<file path="src/rtl/ticket_ordered_resource_grant_top_defines.svh">
// ----------------------------------------------------------------------------
// Assertion macros for the ticket-ordered resource grant block
// Shared assertion forms, clocked on clock and held off during reset.
// ----------------------------------------------------------------------------
`ifndef TICKET_ORDERED_RESOURCE_GRANT_TOP_DEFINES_SVH
`define TICKET_ORDERED_RESOURCE_GRANT_TOP_DEFINES_SVH

// A property that must hold at every clock edge outside reset.
`define TORG_ASSERT(label, prop, msg) \
   label: assert property (@(posedge clock) disable iff (reset) prop) else $error(msg);

// A condition that must never be seen outside reset.
`define TORG_NEVER(label, cond, msg) \
   label: assert property (@(posedge clock) disable iff (reset) !(cond)) else $error(msg);

`endif

</file>
<file path="src/rtl/torg_pkg.sv">
// ----------------------------------------------------------------------------
// Ticket-ordered resource grant package
// Operation and status codes plus the command and status bundles that join
// the controller and the datapath.
// ----------------------------------------------------------------------------
package torg_pkg;

   // Request operations.
   localparam logic [2:0] OP_ADD    = 3'd0;
   localparam logic [2:0] OP_REMOVE = 3'd1;
   localparam logic [2:0] OP_JOIN   = 3'd2;
   localparam logic [2:0] OP_LEAVE  = 3'd3;
   localparam logic [2:0] OP_WAIT   = 3'd4;
   localparam logic [2:0] OP_ARB    = 3'd5;
   localparam logic [2:0] OP_CLEAR  = 3'd6;

   // Result status codes.
   localparam logic [1:0] ST_OK      = 2'd0;
   localparam logic [1:0] ST_DUP     = 2'd1;
   localparam logic [1:0] ST_NOSUCH  = 2'd2;
   localparam logic [1:0] ST_IGNORED = 2'd3;

   // Commands from the controller to the datapath.
   typedef struct packed {
      logic load;
      logic exec;
      logic key_rd;
      logic key_latch;
      logic scan_rd;
      logic drop_cmp;
      logic min_cmp;
      logic arb_start;
      logic grant;
      logic r_inc;
      logic emit;
      logic emit_grant;
      logic emit_last;
   } torg_cmd_type;

   // Status from the datapath to the controller.
   typedef struct packed {
      logic [2:0] op;
      logic       go;
      logic       has_ticket;
      logic       q_last;
      logic       r_last;
      logic       live;
      logic       grant_ok;
      logic       out_free;
   } torg_stat_type;

endpackage

</file>
<file path="src/rtl/torg_if.sv">
// ----------------------------------------------------------------------------
// Ticket-ordered resource grant channel interfaces
// Valid/ready channels for requests and for results.
// ----------------------------------------------------------------------------
interface torg_req_if;
   logic       valid;
   logic       ready;
   logic [2:0] req_type;
   logic [2:0] resource_id;
   logic [3:0] requester_id;

   modport source (output valid, req_type, resource_id, requester_id, input ready);
   modport sink (input valid, req_type, resource_id, requester_id, output ready);
endinterface

interface torg_rsp_if #(parameter int TICKET_WIDTH = 32);
   logic                    valid;
   logic                    ready;
   logic [1:0]              status;
   logic                    grant_valid;
   logic [2:0]              grant_resource;
   logic [3:0]              grant_requester;
   logic [TICKET_WIDTH-1:0] assigned_ticket;
   logic                    idle;
   logic                    last;

   modport source (output valid, status, grant_valid, grant_resource, grant_requester,
                   assigned_ticket, idle, last, input ready);
   modport sink (input valid, status, grant_valid, grant_resource, grant_requester,
                 assigned_ticket, idle, last, output ready);
endinterface

</file>
<file path="src/rtl/torg_ram.sv">
// ----------------------------------------------------------------------------
// Generic single-port-write RAM
// One write port and one read port with registered read data.
// ----------------------------------------------------------------------------
module torg_ram #(
   parameter int WIDTH = 32,
   parameter int DEPTH = 16
) (
   input  logic                     clock,
   input  logic                     we,
   input  logic [$clog2(DEPTH)-1:0] waddr,
   input  logic [WIDTH-1:0]         wdata,
   input  logic [$clog2(DEPTH)-1:0] raddr,
   output logic [WIDTH-1:0]         rdata
);

   logic [WIDTH-1:0] mem_ff [DEPTH];
   logic [WIDTH-1:0] rdata_ff;

   // Read before write on the same address, read data registered.
   always_ff @(posedge clock) begin
      if (we) begin
         mem_ff[waddr] <= wdata;
      end
      rdata_ff <= mem_ff[raddr];
   end

   assign rdata = rdata_ff;

endmodule

</file>
<file path="src/rtl/torg_ctrl.sv">
// ----------------------------------------------------------------------------
// Ticket-ordered resource grant controller
// Sequences each request: execute, ticket scans, arbitration and results.
// ----------------------------------------------------------------------------
module torg_ctrl (
   input  logic                   clock,
   input  logic                   reset,
   input  logic                   req_valid,
   output logic                   req_ready,
   input  torg_pkg::torg_stat_type stat,
   output torg_pkg::torg_cmd_type  cmd
);
   import torg_pkg::*;

   localparam logic [3:0] S_IDLE      = 4'd0;
   localparam logic [3:0] S_EXEC      = 4'd1;
   localparam logic [3:0] S_KEY_RD    = 4'd2;
   localparam logic [3:0] S_KEY_LATCH = 4'd3;
   localparam logic [3:0] S_DROP_RD   = 4'd4;
   localparam logic [3:0] S_DROP_CMP  = 4'd5;
   localparam logic [3:0] S_ARB_RES   = 4'd6;
   localparam logic [3:0] S_MIN_RD    = 4'd7;
   localparam logic [3:0] S_MIN_CMP   = 4'd8;
   localparam logic [3:0] S_ARB_CHK   = 4'd9;
   localparam logic [3:0] S_EMIT_GNT  = 4'd10;
   localparam logic [3:0] S_ARB_NEXT  = 4'd11;
   localparam logic [3:0] S_EMIT      = 4'd12;

   logic [3:0] state_ff;
   logic [3:0] state_in;

   // Next state and command decode.
   always_comb begin
      state_in  = state_ff;
      cmd       = '0;
      req_ready = 1'b0;
      unique case (state_ff)
         S_IDLE: begin
            req_ready = 1'b1;
            if (req_valid) begin
               cmd.load = 1'b1;
               state_in = S_EXEC;
            end
         end
         S_EXEC: begin
            cmd.exec = 1'b1;
            if (stat.op == OP_JOIN && stat.go) begin
               state_in = stat.has_ticket ? S_KEY_RD : S_DROP_RD;
            end else if (stat.op == OP_LEAVE && stat.go && stat.has_ticket) begin
               state_in = S_KEY_RD;
            end else if (stat.op == OP_ARB) begin
               state_in = S_ARB_RES;
            end else begin
               state_in = S_EMIT;
            end
         end
         S_KEY_RD: begin
            cmd.key_rd = 1'b1;
            state_in   = S_KEY_LATCH;
         end
         S_KEY_LATCH: begin
            cmd.key_latch = 1'b1;
            state_in      = S_DROP_RD;
         end
         S_DROP_RD: begin
            cmd.scan_rd = 1'b1;
            state_in    = S_DROP_CMP;
         end
         S_DROP_CMP: begin
            cmd.drop_cmp = 1'b1;
            state_in     = stat.q_last ? S_EMIT : S_DROP_RD;
         end
         S_ARB_RES: begin
            cmd.arb_start = 1'b1;
            state_in      = stat.live ? S_MIN_RD : S_ARB_NEXT;
         end
         S_MIN_RD: begin
            cmd.scan_rd = 1'b1;
            state_in    = S_MIN_CMP;
         end
         S_MIN_CMP: begin
            cmd.min_cmp = 1'b1;
            state_in    = stat.q_last ? S_ARB_CHK : S_MIN_RD;
         end
         S_ARB_CHK: begin
            if (stat.grant_ok) begin
               cmd.grant = 1'b1;
               state_in  = S_EMIT_GNT;
            end else begin
               state_in = S_ARB_NEXT;
            end
         end
         S_EMIT_GNT: begin
            if (stat.out_free) begin
               cmd.emit       = 1'b1;
               cmd.emit_grant = 1'b1;
               state_in       = S_ARB_NEXT;
            end
         end
         S_ARB_NEXT: begin
            if (stat.r_last) begin
               state_in = S_EMIT;
            end else begin
               cmd.r_inc = 1'b1;
               state_in  = S_ARB_RES;
            end
         end
         S_EMIT: begin
            if (stat.out_free) begin
               cmd.emit      = 1'b1;
               cmd.emit_last = 1'b1;
               state_in      = S_IDLE;
            end
         end
         default: begin
            state_in = S_IDLE;
         end
      endcase
   end

   // State register.
   always_ff @(posedge clock) begin
      if (reset) begin
         state_ff <= S_IDLE;
      end else begin
         state_ff <= state_in;
      end
   end

endmodule

</file>
<file path="src/rtl/torg_dp.sv">
// ----------------------------------------------------------------------------
// Ticket-ordered resource grant datapath
// Holds tickets, resource flags, member and waiting rows, the scan
// registers and the result register.
// ----------------------------------------------------------------------------
module torg_dp #(
   parameter int NUM_RESOURCES  = 8,
   parameter int NUM_REQUESTERS = 16,
   parameter int TICKET_WIDTH   = 32
) (
   input  logic                    clock,
   input  logic                    reset,
   input  torg_pkg::torg_cmd_type  cmd,
   output torg_pkg::torg_stat_type stat,
   input  logic [2:0]              req_type,
   input  logic [2:0]              resource_id,
   input  logic [3:0]              requester_id,
   input  logic                    rsp_ready,
   output logic                    rsp_valid,
   output logic [1:0]              rsp_status,
   output logic                    rsp_grant_valid,
   output logic [2:0]              rsp_grant_resource,
   output logic [3:0]              rsp_grant_requester,
   output logic [TICKET_WIDTH-1:0] rsp_assigned_ticket,
   output logic                    rsp_idle,
   output logic                    rsp_last
);
   import torg_pkg::*;

   localparam int RW = (NUM_RESOURCES > 1) ? $clog2(NUM_RESOURCES) : 1;
   localparam int QW = $clog2(NUM_REQUESTERS);

   // Captured request.
   logic [2:0] op_ff;
   logic [2:0] res_ff;
   logic [3:0] rq_ff;

   // Block state.
   logic [TICKET_WIDTH-1:0]   counter_ff;
   logic [NUM_REQUESTERS-1:0] has_tk_ff;
   logic [NUM_RESOURCES-1:0]  active_ff;
   logic [NUM_REQUESTERS-1:0] member_ff [NUM_RESOURCES];
   logic [NUM_REQUESTERS-1:0] waiting_ff [NUM_RESOURCES];

   // Scan registers.
   logic [TICKET_WIDTH-1:0] key_ff;
   logic [QW-1:0]           q_ff;
   logic [RW-1:0]           r_ff;
   logic [QW-1:0]           best_ff;
   logic [TICKET_WIDTH-1:0] best_tk_ff;
   logic                    best_v_ff;
   logic [1:0]              st_ff;

   // Result register.
   logic                    out_v_ff;
   logic [1:0]              out_st_ff;
   logic                    out_gv_ff;
   logic [2:0]              out_gr_ff;
   logic [3:0]              out_gq_ff;
   logic [TICKET_WIDTH-1:0] out_tk_ff;
   logic                    out_idle_ff;
   logic                    out_last_ff;

   logic                      res_ok;
   logic                      rq_ok;
   logic [RW-1:0]             ridx;
   logic [QW-1:0]             qidx;
   logic                      act;
   logic                      go;
   logic                      q_last;
   logic                      r_last;
   logic                      ram_we;
   logic [QW-1:0]             ram_raddr;
   logic [TICKET_WIDTH-1:0]   ram_rdata;
   logic [TICKET_WIDTH-1:0]   next_tk;
   logic                      drop_hit;
   logic                      min_hit;
   logic                      all_idle;
   logic [NUM_REQUESTERS-1:0] drop_mask;
   logic [NUM_REQUESTERS-1:0] join_mask;

   // Request decode against the configured sizes.
   assign res_ok  = {5'd0, res_ff} < 8'(NUM_RESOURCES);
   assign rq_ok   = {4'd0, rq_ff} < 8'(NUM_REQUESTERS);
   assign ridx    = RW'(8'(res_ff));
   assign qidx    = QW'(8'(rq_ff));
   assign act     = res_ok && active_ff[ridx];
   assign go      = act && rq_ok;
   assign q_last  = q_ff == QW'(NUM_REQUESTERS - 1);
   assign r_last  = r_ff == RW'(NUM_RESOURCES - 1);
   assign next_tk = counter_ff + TICKET_WIDTH'(1);

   // A new ticket is drawn on the first join of a requester.
   assign ram_we    = cmd.exec && op_ff == OP_JOIN && go && !has_tk_ff[qidx];
   assign ram_raddr = cmd.key_rd ? qidx : q_ff;

   torg_ram #(
      .WIDTH (TICKET_WIDTH),
      .DEPTH (NUM_REQUESTERS)
   ) u_ticket_ram (
      .clock (clock),
      .we    (ram_we),
      .waddr (qidx),
      .wdata (next_tk),
      .raddr (ram_raddr),
      .rdata (ram_rdata)
   );

   // Scan compares.
   assign drop_hit = member_ff[ridx][q_ff] && has_tk_ff[q_ff] && ram_rdata == key_ff;
   assign min_hit  = member_ff[r_ff][q_ff] && (!best_v_ff || ram_rdata < best_tk_ff);

   // Row masks for the final step of a join scan.
   assign drop_mask = drop_hit ? (NUM_REQUESTERS'(1) << q_ff) : '0;
   assign join_mask = NUM_REQUESTERS'(1) << qidx;

   // Idle flag over all member and waiting rows.
   always_comb begin
      all_idle = 1'b1;
      for (int r = 0; r < NUM_RESOURCES; r++) begin
         if (member_ff[r] != '0 || waiting_ff[r] != '0) begin
            all_idle = 1'b0;
         end
      end
   end

   // Status to the controller.
   always_comb begin
      stat.op         = op_ff;
      stat.go         = go;
      stat.has_ticket = has_tk_ff[qidx];
      stat.q_last     = q_last;
      stat.r_last     = r_last;
      stat.live       = active_ff[r_ff] && member_ff[r_ff] != '0;
      stat.grant_ok   = waiting_ff[r_ff][best_ff];
      stat.out_free   = !out_v_ff || rsp_ready;
   end

   // Control state: tickets held, resource flags, rows and counter.
   always_ff @(posedge clock) begin
      if (reset) begin
         counter_ff <= '0;
         has_tk_ff  <= '0;
         active_ff  <= '0;
         for (int r = 0; r < NUM_RESOURCES; r++) begin
            member_ff[r]  <= '0;
            waiting_ff[r] <= '0;
         end
      end else begin
         if (cmd.exec) begin
            case (op_ff)
               OP_ADD: begin
                  if (res_ok && !act) begin
                     active_ff[ridx]  <= 1'b1;
                     member_ff[ridx]  <= '0;
                     waiting_ff[ridx] <= '0;
                  end
               end
               OP_REMOVE: begin
                  if (act) begin
                     active_ff[ridx]  <= 1'b0;
                     member_ff[ridx]  <= '0;
                     waiting_ff[ridx] <= '0;
                  end
               end
               OP_JOIN: begin
                  if (ram_we) begin
                     counter_ff      <= next_tk;
                     has_tk_ff[qidx] <= 1'b1;
                  end
               end
               OP_LEAVE: begin
                  if (go) begin
                     waiting_ff[ridx][qidx] <= 1'b0;
                  end
               end
               OP_WAIT: begin
                  if (go) begin
                     waiting_ff[ridx][qidx] <= 1'b1;
                  end
               end
               OP_CLEAR: begin
                  counter_ff <= '0;
                  for (int r = 0; r < NUM_RESOURCES; r++) begin
                     member_ff[r]  <= '0;
                     waiting_ff[r] <= '0;
                  end
               end
               default: begin
               end
            endcase
         end
         // Drop members sharing the key; a join then takes its own place.
         if (cmd.drop_cmp) begin
            if (q_last && op_ff == OP_JOIN) begin
               member_ff[ridx] <= (member_ff[ridx] & ~drop_mask) | join_mask;
            end else if (drop_hit) begin
               member_ff[ridx][q_ff] <= 1'b0;
            end
         end
         if (cmd.grant) begin
            waiting_ff[r_ff][best_ff] <= 1'b0;
         end
      end
   end

   // Request capture and scan registers.
   always_ff @(posedge clock) begin
      if (cmd.load) begin
         op_ff  <= req_type;
         res_ff <= resource_id;
         rq_ff  <= requester_id;
      end
      if (cmd.exec) begin
         q_ff <= '0;
         r_ff <= '0;
         key_ff <= next_tk;
         case (op_ff)
            OP_ADD:    st_ff <= !res_ok ? ST_IGNORED : (act ? ST_DUP : ST_OK);
            OP_REMOVE: st_ff <= act ? ST_OK : ST_NOSUCH;
            OP_JOIN, OP_LEAVE, OP_WAIT: st_ff <= go ? ST_OK : ST_IGNORED;
            default:   st_ff <= ST_OK;
         endcase
      end
      if (cmd.key_latch) begin
         key_ff <= ram_rdata;
      end
      if (cmd.drop_cmp) begin
         q_ff <= q_ff + QW'(1);
      end
      if (cmd.arb_start) begin
         q_ff      <= '0;
         best_v_ff <= 1'b0;
      end
      if (cmd.min_cmp) begin
         q_ff <= q_ff + QW'(1);
         if (min_hit) begin
            best_ff    <= q_ff;
            best_tk_ff <= ram_rdata;
            best_v_ff  <= 1'b1;
         end
      end
      if (cmd.r_inc) begin
         r_ff <= r_ff + RW'(1);
      end
   end

   // Result valid flag.
   always_ff @(posedge clock) begin
      if (reset) begin
         out_v_ff <= 1'b0;
      end else if (cmd.emit) begin
         out_v_ff <= 1'b1;
      end else if (rsp_ready) begin
         out_v_ff <= 1'b0;
      end
   end

   // Result payload.
   always_ff @(posedge clock) begin
      if (cmd.emit) begin
         out_st_ff   <= cmd.emit_grant ? ST_OK : st_ff;
         out_gv_ff   <= cmd.emit_grant;
         out_gr_ff   <= cmd.emit_grant ? 3'(8'(r_ff)) : 3'd0;
         out_gq_ff   <= cmd.emit_grant ? 4'(8'(best_ff)) : 4'd0;
         out_tk_ff   <= (!cmd.emit_grant && op_ff == OP_JOIN && st_ff == ST_OK)
                        ? key_ff : '0;
         out_idle_ff <= all_idle;
         out_last_ff <= cmd.emit_last;
      end
   end

   assign rsp_valid           = out_v_ff;
   assign rsp_status          = out_st_ff;
   assign rsp_grant_valid     = out_gv_ff;
   assign rsp_grant_resource  = out_gr_ff;
   assign rsp_grant_requester = out_gq_ff;
   assign rsp_assigned_ticket = out_tk_ff;
   assign rsp_idle            = out_idle_ff;
   assign rsp_last            = out_last_ff;

endmodule

</file>
<file path="src/rtl/ticket_ordered_resource_grant_top.sv">
// Add, remove, wait, clear and leave without a ticket go from execute straight to the result.
// A first join scans the ticket RAM once per requester; a join or leave with a ticket held
// first reads and latches its own ticket as the key, then runs the same scan.
// Arbitrate runs a minimum-ticket scan over each live resource, then a grant check; result stalls hold it.
// One request at a time: the next transfer can come in the cycle after the closing result is loaded.
// Reset (synchronous, active high) clears counter, tickets held, resources and rows.
// ----------------------------------------------------------------------------
// Ticket-ordered resource grant top level
// Grants shared resources strictly in ticket order through a controller
// and datapath pair.
// ----------------------------------------------------------------------------
`include "ticket_ordered_resource_grant_top_defines.svh"

module ticket_ordered_resource_grant_top #(
   parameter int NUM_RESOURCES  = 8,
   parameter int NUM_REQUESTERS = 16,
   parameter int TICKET_WIDTH   = 32
) (
   input logic  clock,
   input logic  reset,
   torg_req_if.sink   req_ch,
   torg_rsp_if.source rsp_ch
);
   import torg_pkg::*;

   torg_cmd_type  cmd;
   torg_stat_type stat;

   // Sequencer.
   torg_ctrl u_ctrl (
      .clock     (clock),
      .reset     (reset),
      .req_valid (req_ch.valid),
      .req_ready (req_ch.ready),
      .stat      (stat),
      .cmd       (cmd)
   );

   // Storage and compare logic.
   torg_dp #(
      .NUM_RESOURCES  (NUM_RESOURCES),
      .NUM_REQUESTERS (NUM_REQUESTERS),
      .TICKET_WIDTH   (TICKET_WIDTH)
   ) u_dp (
      .clock               (clock),
      .reset               (reset),
      .cmd                 (cmd),
      .stat                (stat),
      .req_type            (req_ch.req_type),
      .resource_id         (req_ch.resource_id),
      .requester_id        (req_ch.requester_id),
      .rsp_ready           (rsp_ch.ready),
      .rsp_valid           (rsp_ch.valid),
      .rsp_status          (rsp_ch.status),
      .rsp_grant_valid     (rsp_ch.grant_valid),
      .rsp_grant_resource  (rsp_ch.grant_resource),
      .rsp_grant_requester (rsp_ch.grant_requester),
      .rsp_assigned_ticket (rsp_ch.assigned_ticket),
      .rsp_idle            (rsp_ch.idle),
      .rsp_last            (rsp_ch.last)
   );

   // A grant is never the closing result of an arbitration.
   `TORG_NEVER(a_grant_not_last, rsp_ch.valid && rsp_ch.grant_valid && rsp_ch.last, "grant last")
   // A grant always carries ok status.
   `TORG_NEVER(a_grant_ok, rsp_ch.valid && rsp_ch.grant_valid && rsp_ch.status != ST_OK, "bad st")
   // Only one request is in work at a time.
   `TORG_ASSERT(a_one_item, req_ch.valid && req_ch.ready |=> !req_ch.ready, "taken while busy")

endmodule
</file>
<file path="src/flat_wrapper.sv">
// flat-port wrapper written by rule: the top's interface ports become plain ports
module ticket_ordered_resource_grant_top_flat import torg_pkg::*;
#(
   parameter int NUM_RESOURCES  = 8,
   parameter int NUM_REQUESTERS = 16,
   parameter int TICKET_WIDTH   = 32
)
  (clock, reset, req_ch_valid, req_ch_req_type, req_ch_resource_id, req_ch_requester_id, req_ch_ready, rsp_ch_valid, rsp_ch_status, rsp_ch_grant_valid, rsp_ch_grant_resource, rsp_ch_grant_requester, rsp_ch_assigned_ticket, rsp_ch_idle, rsp_ch_last, rsp_ch_ready);
  torg_req_if req_ch_i ();
  torg_rsp_if #(.TICKET_WIDTH(TICKET_WIDTH)) rsp_ch_i ();
  input logic clock;
  input logic reset;
  input wire logic [$bits(req_ch_i.valid)-1:0] req_ch_valid;
  input wire logic [$bits(req_ch_i.req_type)-1:0] req_ch_req_type;
  input wire logic [$bits(req_ch_i.resource_id)-1:0] req_ch_resource_id;
  input wire logic [$bits(req_ch_i.requester_id)-1:0] req_ch_requester_id;
  output wire logic [$bits(req_ch_i.ready)-1:0] req_ch_ready;
  output wire logic [$bits(rsp_ch_i.valid)-1:0] rsp_ch_valid;
  output wire logic [$bits(rsp_ch_i.status)-1:0] rsp_ch_status;
  output wire logic [$bits(rsp_ch_i.grant_valid)-1:0] rsp_ch_grant_valid;
  output wire logic [$bits(rsp_ch_i.grant_resource)-1:0] rsp_ch_grant_resource;
  output wire logic [$bits(rsp_ch_i.grant_requester)-1:0] rsp_ch_grant_requester;
  output wire logic [$bits(rsp_ch_i.assigned_ticket)-1:0] rsp_ch_assigned_ticket;
  output wire logic [$bits(rsp_ch_i.idle)-1:0] rsp_ch_idle;
  output wire logic [$bits(rsp_ch_i.last)-1:0] rsp_ch_last;
  input wire logic [$bits(rsp_ch_i.ready)-1:0] rsp_ch_ready;
  assign req_ch_i.valid = req_ch_valid;
  assign req_ch_i.req_type = req_ch_req_type;
  assign req_ch_i.resource_id = req_ch_resource_id;
  assign req_ch_i.requester_id = req_ch_requester_id;
  assign req_ch_ready = req_ch_i.ready;
  assign rsp_ch_valid = rsp_ch_i.valid;
  assign rsp_ch_status = rsp_ch_i.status;
  assign rsp_ch_grant_valid = rsp_ch_i.grant_valid;
  assign rsp_ch_grant_resource = rsp_ch_i.grant_resource;
  assign rsp_ch_grant_requester = rsp_ch_i.grant_requester;
  assign rsp_ch_assigned_ticket = rsp_ch_i.assigned_ticket;
  assign rsp_ch_idle = rsp_ch_i.idle;
  assign rsp_ch_last = rsp_ch_i.last;
  assign rsp_ch_i.ready = rsp_ch_ready;
  ticket_ordered_resource_grant_top #(.NUM_RESOURCES(NUM_RESOURCES), .NUM_REQUESTERS(NUM_REQUESTERS), .TICKET_WIDTH(TICKET_WIDTH)) u_core (.clock(clock), .reset(reset), .req_ch(req_ch_i), .rsp_ch(rsp_ch_i));
endmodule
</file>
<file path="config.mk">
export PLATFORM = sky130hd
export DESIGN_NAME = ticket_ordered_resource_grant_top_flat
export DESIGN_NICKNAME = d
export VERILOG_FILES = /design/src/rtl/torg_pkg.sv /design/src/rtl/torg_if.sv /design/src/rtl/torg_ram.sv /design/src/rtl/torg_ctrl.sv /design/src/rtl/torg_dp.sv /design/src/rtl/ticket_ordered_resource_grant_top.sv /design/src/flat_wrapper.sv
export VERILOG_INCLUDE_DIRS = /design/src /design/src/rtl
export SDC_FILE = /design/constraint.sdc
export NUM_CORES = 2
export LEC_CHECK = 0
export BUFFER_PORTS_ARGS = -buffer_cell sky130_fd_sc_hd__buf_2
export CORE_MARGIN = 2
export CORE_UTILIZATION = 30
export DETAILED_ROUTE_END_ITERATION = 8
export SETUP_SLACK_MARGIN = 0.15
export SLEW_MARGIN = 5
export SYNTH_ARGS = -nofsm -noshare
export SYNTH_HDL_FRONTEND = slang
export SYNTH_SLANG_ARGS = --single-unit
</file>
<file path="constraint.sdc">
create_clock -name clock -period 5.6 [get_ports clock]
set_input_delay 0 -clock clock [delete_from_list [all_inputs] [get_ports clock]]
set_output_delay 0 -clock clock [all_outputs]
set_load 0.005 [all_outputs]
</file>
# == Word-level counts from Yosys, hierarchy flattened ==
# Memory sizes are Yosys's and may differ from the RTL's. A register that Yosys moved wholly into a read port is not among the register bits.
# Cells that the tools add are included.
# totals
ff_bits,193
mem_bits_rw,768
in_bits,14
memories,3
# memory_table
name,words,word_bits,rd,rd_clocked_by_memory_dff,wr,line,text
u_core.u_dp.u_ticket_ram.mem_ff,16,32,1,1,1,torg_ram.sv:17,logic [WIDTH-1:0] mem_ff [DEPTH];
u_core.u_dp.member_ff,8,16,10,2,8,torg_dp.sv:42,logic [NUM_REQUESTERS-1:0] member_ff [NUM_RESOURCES];
u_core.u_dp.waiting_ff,8,16,9,1,8,torg_dp.sv:43,logic [NUM_REQUESTERS-1:0] waiting_ff [NUM_RESOURCES];
# op_classes
add_sub_neg,3
magnitude_cmp,10
n_eq_ne,27
n_shift,2
muxes,194
bitwise,74
reduce_logical,67
# ops
cell,count
16-bit 2-to-1 mux,30
16-bit nonzero test,17
1-bit 2-to-1 mux,116
32-bit 2-to-1 mux,3
1-bit bitwise OR,67
32-bit one-hot mux with 2 select lines,1
4-bit 2-to-1 mux,15
4-bit one-hot mux with 13 select lines,1
16-bit OR reduction,3
"32-bit by 1-bit adder with 32-bit output, second input constant",1
32-bit equality test,1
32-bit < comparator,1
16-bit bitwise OR,2
"1-bit by 4-bit left shift with 16-bit output, first input constant",2
3-bit 2-to-1 mux,9
"4-bit equality test, second input constant",6
1-bit binary-select mux with 4-bit select,5
1-bit logical AND,17
16-bit bitwise AND,1
"4-bit by 3-bit equality test with 1-bit output, second input constant",4
8-bit 2-to-1 mux,2
16-bit inverter,1
8-bit one-hot mux with 2 select lines,1
"4-bit by 5-bit < comparator with 1-bit output, second input constant",3
other kinds (33),68

# == Depth between registers and ports, before layout ==
# depth
ltp_word,13
ltp_mapped,13
depth_no_buf,9

# == By module ==
# A second synthesis with hierarchy kept.
# unflattened
cells_unflattened,3276
hier_area_um2,45100.8
# by_module_without_submodules
module,n_inst,cells_each,area_each_um2,seq_area_each_um2
torg_dp,1,2373,24771.3,11621.1
torg_ram,1,838,19854.0,16015.4
torg_ctrl,1,65,475.5,80.1

# == Worst setup path before layout ==
# Ideal clock, no wire load.
# synth_path
path_type,flip-flop to flip-flop
startpoint,"reg u_core.u_dp.rq_ff[0], in the netlist u_core.u_dp.qidx[0]"
endpoint,mem u_core.u_dp.u_ticket_ram.mem_ff[10][0] (enable)
arrival_ns,4.724
slack_ns,0.413
path_stages_with_launch,8
path_buffers,3
path_cell_list,edfxtp_1 buf_1 mux4_2 mux4_2 or3_1 clkbuf_1 buf_1 nor3_1
# synth_between
elab_chain_cells,6
# synth_lines
element,line,text
"start, declared",torg_dp.sv:36,logic [3:0] rq_ff;
"start signal, assigned",torg_dp.sv:212,rq_ff <= requester_id;
1-bit binary-select mux with 4-bit select,torg_dp.sv:94,assign ram_we = cmd.exec && op_ff == OP_JOIN && go && !has_tk_ff[qidx];
1-bit 2-to-1 mux (implied by the code),torg_dp.sv:94,
1-bit zero test,torg_dp.sv:94,
1-bit logical AND,torg_dp.sv:94,
1-bit 2-to-1 mux,torg_ram.sv:22,if (we) begin
1-bit 2-to-1 mux (implied by the code),torg_ram.sv:23,mem_ff[waddr] <= wdata;
"end, declared",torg_ram.sv:17,
# Several ways; a longest one is shown, not always the timed one. The select of a mux whose other input is x is not followed.

# == Final worst setup path ==
# layout_path
startpoint,reg u_core.u_dp.res_ff[1]
endpoint,mem u_core.u_dp.u_ticket_ram.mem_ff[3][2] (enable)
# layout_between
elab_chain_cells,6
# layout_lines
element,line,text
"start, declared",torg_dp.sv:35,logic [2:0] res_ff;
"start signal, assigned",torg_dp.sv:211,res_ff <= resource_id;
1-bit binary-select mux with 3-bit select,torg_dp.sv:87,assign act = res_ok && active_ff[ridx];
1-bit 2-to-1 mux (implied by the code),torg_dp.sv:87,
1-bit logical AND (2 in series),torg_dp.sv:94,
1-bit 2-to-1 mux,torg_ram.sv:22,
1-bit 2-to-1 mux (implied by the code),torg_ram.sv:23,
# No other way between the ends. The select of a mux whose other input is x is not followed.

==> summary.md <==
| Metric | Value |
|---|---|
| Setup TNS Final | `0 ns` |
| Worst flop-to-flop path startpoint | `u_core.u_dp.res_ff[1]` |
| CTS Buf Count | `between 100 and 150` |
| Setup Skew | `0.0491 ns` |
| Post-route clock period utilization | `a little under 80%` |
| Clk pin slew, worst setup/hold paths | `about 0.060 ns` |
| PortBufs | `between 50 and 60` |
| CP endpoint kind | `register` |
| Leak Pwr | `17.3 nW` |
| First-pass GRT wire length | `a little under 200000 um` |
| # DRC | `0` |
| Share of layout cells above drive strength 1 | `~17%` |
| Seq. cell area | `roughly 29000 sq um` |
| WL final | `around 140000 um` |
| Final net count | `roughly 3400` |
| Vias in the first global route | `29225` |
| Max_cap viols | `0` |
| Die width | `between 300 and 400 um` |
| Total GRT Usage | `~17%` |
| Die footprint | `about 160000 sq um` |
| Antenna Violating Nets Remaining | `0` |
| CTS resizes | `0` |
| Area of the mapped netlist | `around 46000 sq um` |
| Filler Cell Count | `14739` |
| Multi-input combinational cell area | `15900 sq um` |
| Min-delay src | `req_ch_req_type[1]` |
| Synth Flop Type | `edfxtp_1` |
| Hold Path Class | `input pin to register` |
| Routed WL per cell | `roughly 25 um` |
| Reg-to-reg setup timing slack | `1.28 ns` |
| Post-synth ARST share | `0%` |
| Status | `complete, no violations` |
| Initial antenna violation count | `6` |
| CP Data Required Time | `5.92 ns` |
| Maximum VDD drop | `roughly 0.28 mV` |
| F_max | `approximately 230 MHz` |
| Yosys reg bits | `999` |
| Dpl cells | `roughly 5300` |
| Least-Margin Pin Slew | `roughly 1.4 ns` |
| Synth warnings | `0` |
| Post-synth top area share | `between 50% and 60%` |
| Slew HR | `about 8.5%` |
| Worst EP arrival | `roughly 4.7 ns` |
| Final HPWL from detailed placement | `86300 um` |
| Final GP Congestion | `slightly above 0.9` |
| R2r endpoint | `u_core.u_dp.u_ticket_ram.mem_ff[3][2]` |
| Fin cells | `between 5000 and 6000` |
| DIE HEIGHT | `395 um` |
| Critical path class | `register to register` |
| Core ar. | `between 150000 and 200000 sq um` |
| Final Setup Violations | `0` |
| Cells on worst reg2reg path | `5` |
| Routed vias | `roughly 30000` |
| CTS H-tree depth | `3` |
| Cells after synthesis | `about 3300` |
| I/O pin total | `60` |
| CTS tree | `yes` |
| First-pass iteration count of the detailed router | `6` |
| Min Tclk post-route | `between 4 and 5 ns` |
| Number of synthesized flops with an enable pin | `around 900` |
| Largest net degree at the start of global routing | `74` |
| Max FO, Critical Path | `33` |
| Syn_nets | `around 3400` |
| RSZ-0062 raised after global routing | `no` |
| Min-Delay Path Depth | `2` |
| Gr ovfl total | `0` |
| Rows | `143` |
| Top post-synthesis cells by area | `edfxtp_1 (59%), mux4_2 (9.1%), dfxtp_1 (4.4%), nor2_1 (3.4%), mux2i_1 (2.8%)` |
| Hold path endpoint | `u_core.u_dp.op_ff[1]` |
| P&R area growth vs syn | `14.2%` |
| Cell variety after synth | `a little over 70` |
| Root buffer cell | `clkbuf_16` |
| Endpoints failing hold | `0` |
| Clk buf depth | `3` |
| Clock Latency Late Sink | `about 0.75 ns` |
| CP startpoint kind | `register` |
| Synth area leader | `edfxtp_1` |
| Avg Inst Size Synth | `around 14 sq um` |
| Cell Pwr Density | `~440 nW/um^2` |
| Initial core utilization | `approximately 30%` |
| CTS Sinks | `approximately 1000` |
| Initial DRC count | `3623` |
| Vias per inst | `~5.5` |
| Pins Over Slew Limit | `0` |
| Register area share after synthesis | `63.4%` |
[where the power goes]
group	total (W)	internal, W	switching (W)
logic	0.00673	0.00274	0.00399
clock network	0.00697	0.00397	0.00300
registers	0.00948	0.00869	0.000794
total	0.0232	0.0154	0.00778
[Yosys cell counts, drive strengths merged, types with 10 or more instances]
cell    instances
edfxtp        899
ha             40
or2            10
dfxtp         100
mux2           38
a21o           10
a21oi          95
a22oi          66
a311oi         12
mux2i         129
nor3           61
and2           87
nor4           77
and3           14
nor2b          42
inv            56
nand2b         21
a31oi          46
buf            70
nand4          49
a211oi         37
clkbuf        149
o21ai         132
xor2           11
nand2         185
a31o           25
xnor2          54
nand3          43
mux4          185
a21boi         96
nor2          415
[logic make-up after synthesis]
| group | count (synthesis) | synth area share (%) |
|---|---|---|
| mux | 352 | 12.9 |
| xor+xnor | 65 | 1.24 |
| flops | 999 | 63.4 |
| buf+inv | 277 | 2.54 |
| compound gates | 562 | 8.08 |
| simple gates | 1039 | 10.8 |
| fa+ha+maj | 40 | 1.09 |
[repair_timing]
item | in CTS | in global routing
hold endpoints to repair | 48 | 0
hold buffers | 14 | 0
setup buffers | 0 | 0
endpoints found under the setup margin | 0 | 0
[sequential cells by signal, summed over array words and instances, names as in the netlist, 4 cells and up, named ones only]
register and flops:
u_core.u_ctrl.state_ff 4, u_core.u_dp.best_ff 4, u_core.u_dp.best_tk_ff 32, u_core.u_dp.counter_ff 32
u_core.u_dp.has_tk_ff 16, u_core.u_dp.key_ff 32, u_core.u_dp.member_ff 128, u_core.u_dp.q_ff 4
u_core.u_dp.qidx 4, u_core.u_dp.rsp_assigned_ticket 32, u_core.u_dp.rsp_grant_requester 4, u_core.u_dp.u_ticket_ram.mem_ff 512
u_core.u_dp.u_ticket_ram.rdata 32, u_core.u_dp.waiting_ff 128
[routing by layer]
metal  share of wire (%)  vias to the layer above  GRT usage (%)
li1                    -                    12931              -
met1                  44                    15393           24.1
met2                  45                     1412           25.9
met3                 8.1                      293           3.16
met4                 3.7                        2           6.29
met5              0.0096                        -              0
[worst max-delay path by stage]
| stage | start | slack [ns] | to |
|---|---|---|---|
| 4_1_cts | u_core.u_dp.res_ff[1] | 1.30 | u_core.u_dp.u_ticket_ram.mem_ff[3][2] |
| 3_5_place_dp | u_core.u_dp.res_ff[1] | 1.27 | u_core.u_dp.u_ticket_ram.mem_ff[3][12] |
| 3_3_place_gp | u_core.u_dp.res_ff[0] | 1.36 | u_core.u_dp.u_ticket_ram.mem_ff[3][11] |
| 5_1_grt | u_core.u_dp.res_ff[1] | 1.04 | u_core.u_dp.u_ticket_ram.mem_ff[3][2] |
| 2_1_floorplan | u_core.u_dp.qidx[0] | 0.41 | u_core.u_dp.u_ticket_ram.mem_ff[10][0] |
| 6_report | u_core.u_dp.res_ff[1] | 1.28 | u_core.u_dp.u_ticket_ram.mem_ff[3][2] |
[final cells by class]
type	instances	area share, %
inverters	58	0.417
flip-flops and latches	999	55.5
clock buffers	131	5.21
multi-input cells	2058	30.4
repair buffers	167	2.30
well taps	2030	4.86
clock inverters	58	1.34
diodes	1	0.00479
[cells in the final DEF, fill, tap and decap left out, drive strengths merged, types with 9 or more instances in the layout]
cell | netlist | routed
a21oi | 95 | 95
and4 | 9 | 9
a311oi | 12 | 12
mux2 | 38 | 38
nand2 | 185 | 185
bufinv | 0 | 11
a21o | 10 | 10
o21ai | 132 | 132
nand4 | 49 | 49
edfxtp | 899 | 899
xor2 | 11 | 11
mux2i | 129 | 129
dfxtp | 100 | 100
nand2b | 21 | 21
a21boi | 96 | 96
nor2 | 415 | 415
ha | 40 | 40
a31o | 25 | 25
xnor2 | 54 | 54
mux4 | 185 | 185
or2 | 10 | 10
clkbuf | 149 | 131
inv | 56 | 58
and3 | 14 | 14
nor2b | 42 | 42
dlygate4sd3 | 0 | 14
nor4 | 77 | 77
clkinv | 2 | 42
a31oi | 46 | 46
a211oi | 37 | 37
nor3 | 61 | 61
and2 | 87 | 87
buf | 70 | 153
a22oi | 66 | 66
nand3 | 43 | 43
[metrics by stage]
step | utilization [%] | cell area (sq um) | hold slack, ns | total power (W) | setup WS, ns
2_1_floorplan | - | 45800 | 0.0989 | 0.0140 | 0.413
3_3_place_gp | 32.1 | 48700 | 0.199 | 0.0163 | 1.36
3_5_place_dp | 32.1 | 48700 | 0.204 | 0.0163 | 1.27
4_1_cts | 34.4 | 52200 | 0.0265 | 0.0233 | 1.30
5_1_grt | 34.4 | 52300 | 0.0396 | 0.0241 | 1.04
6_report | 34.4 | 52300 | 0.0356 | 0.0232 | 1.28
[critical path, stage by stage (launching register included)]
cell and delay [ns]:
edfxtp_1 0.58, and3b_1 0.25, o21ai_0 0.53, nand4_1 0.45
or3_1 0.92, nor2_4 1.17
Power figures use the tool's default switching activity.
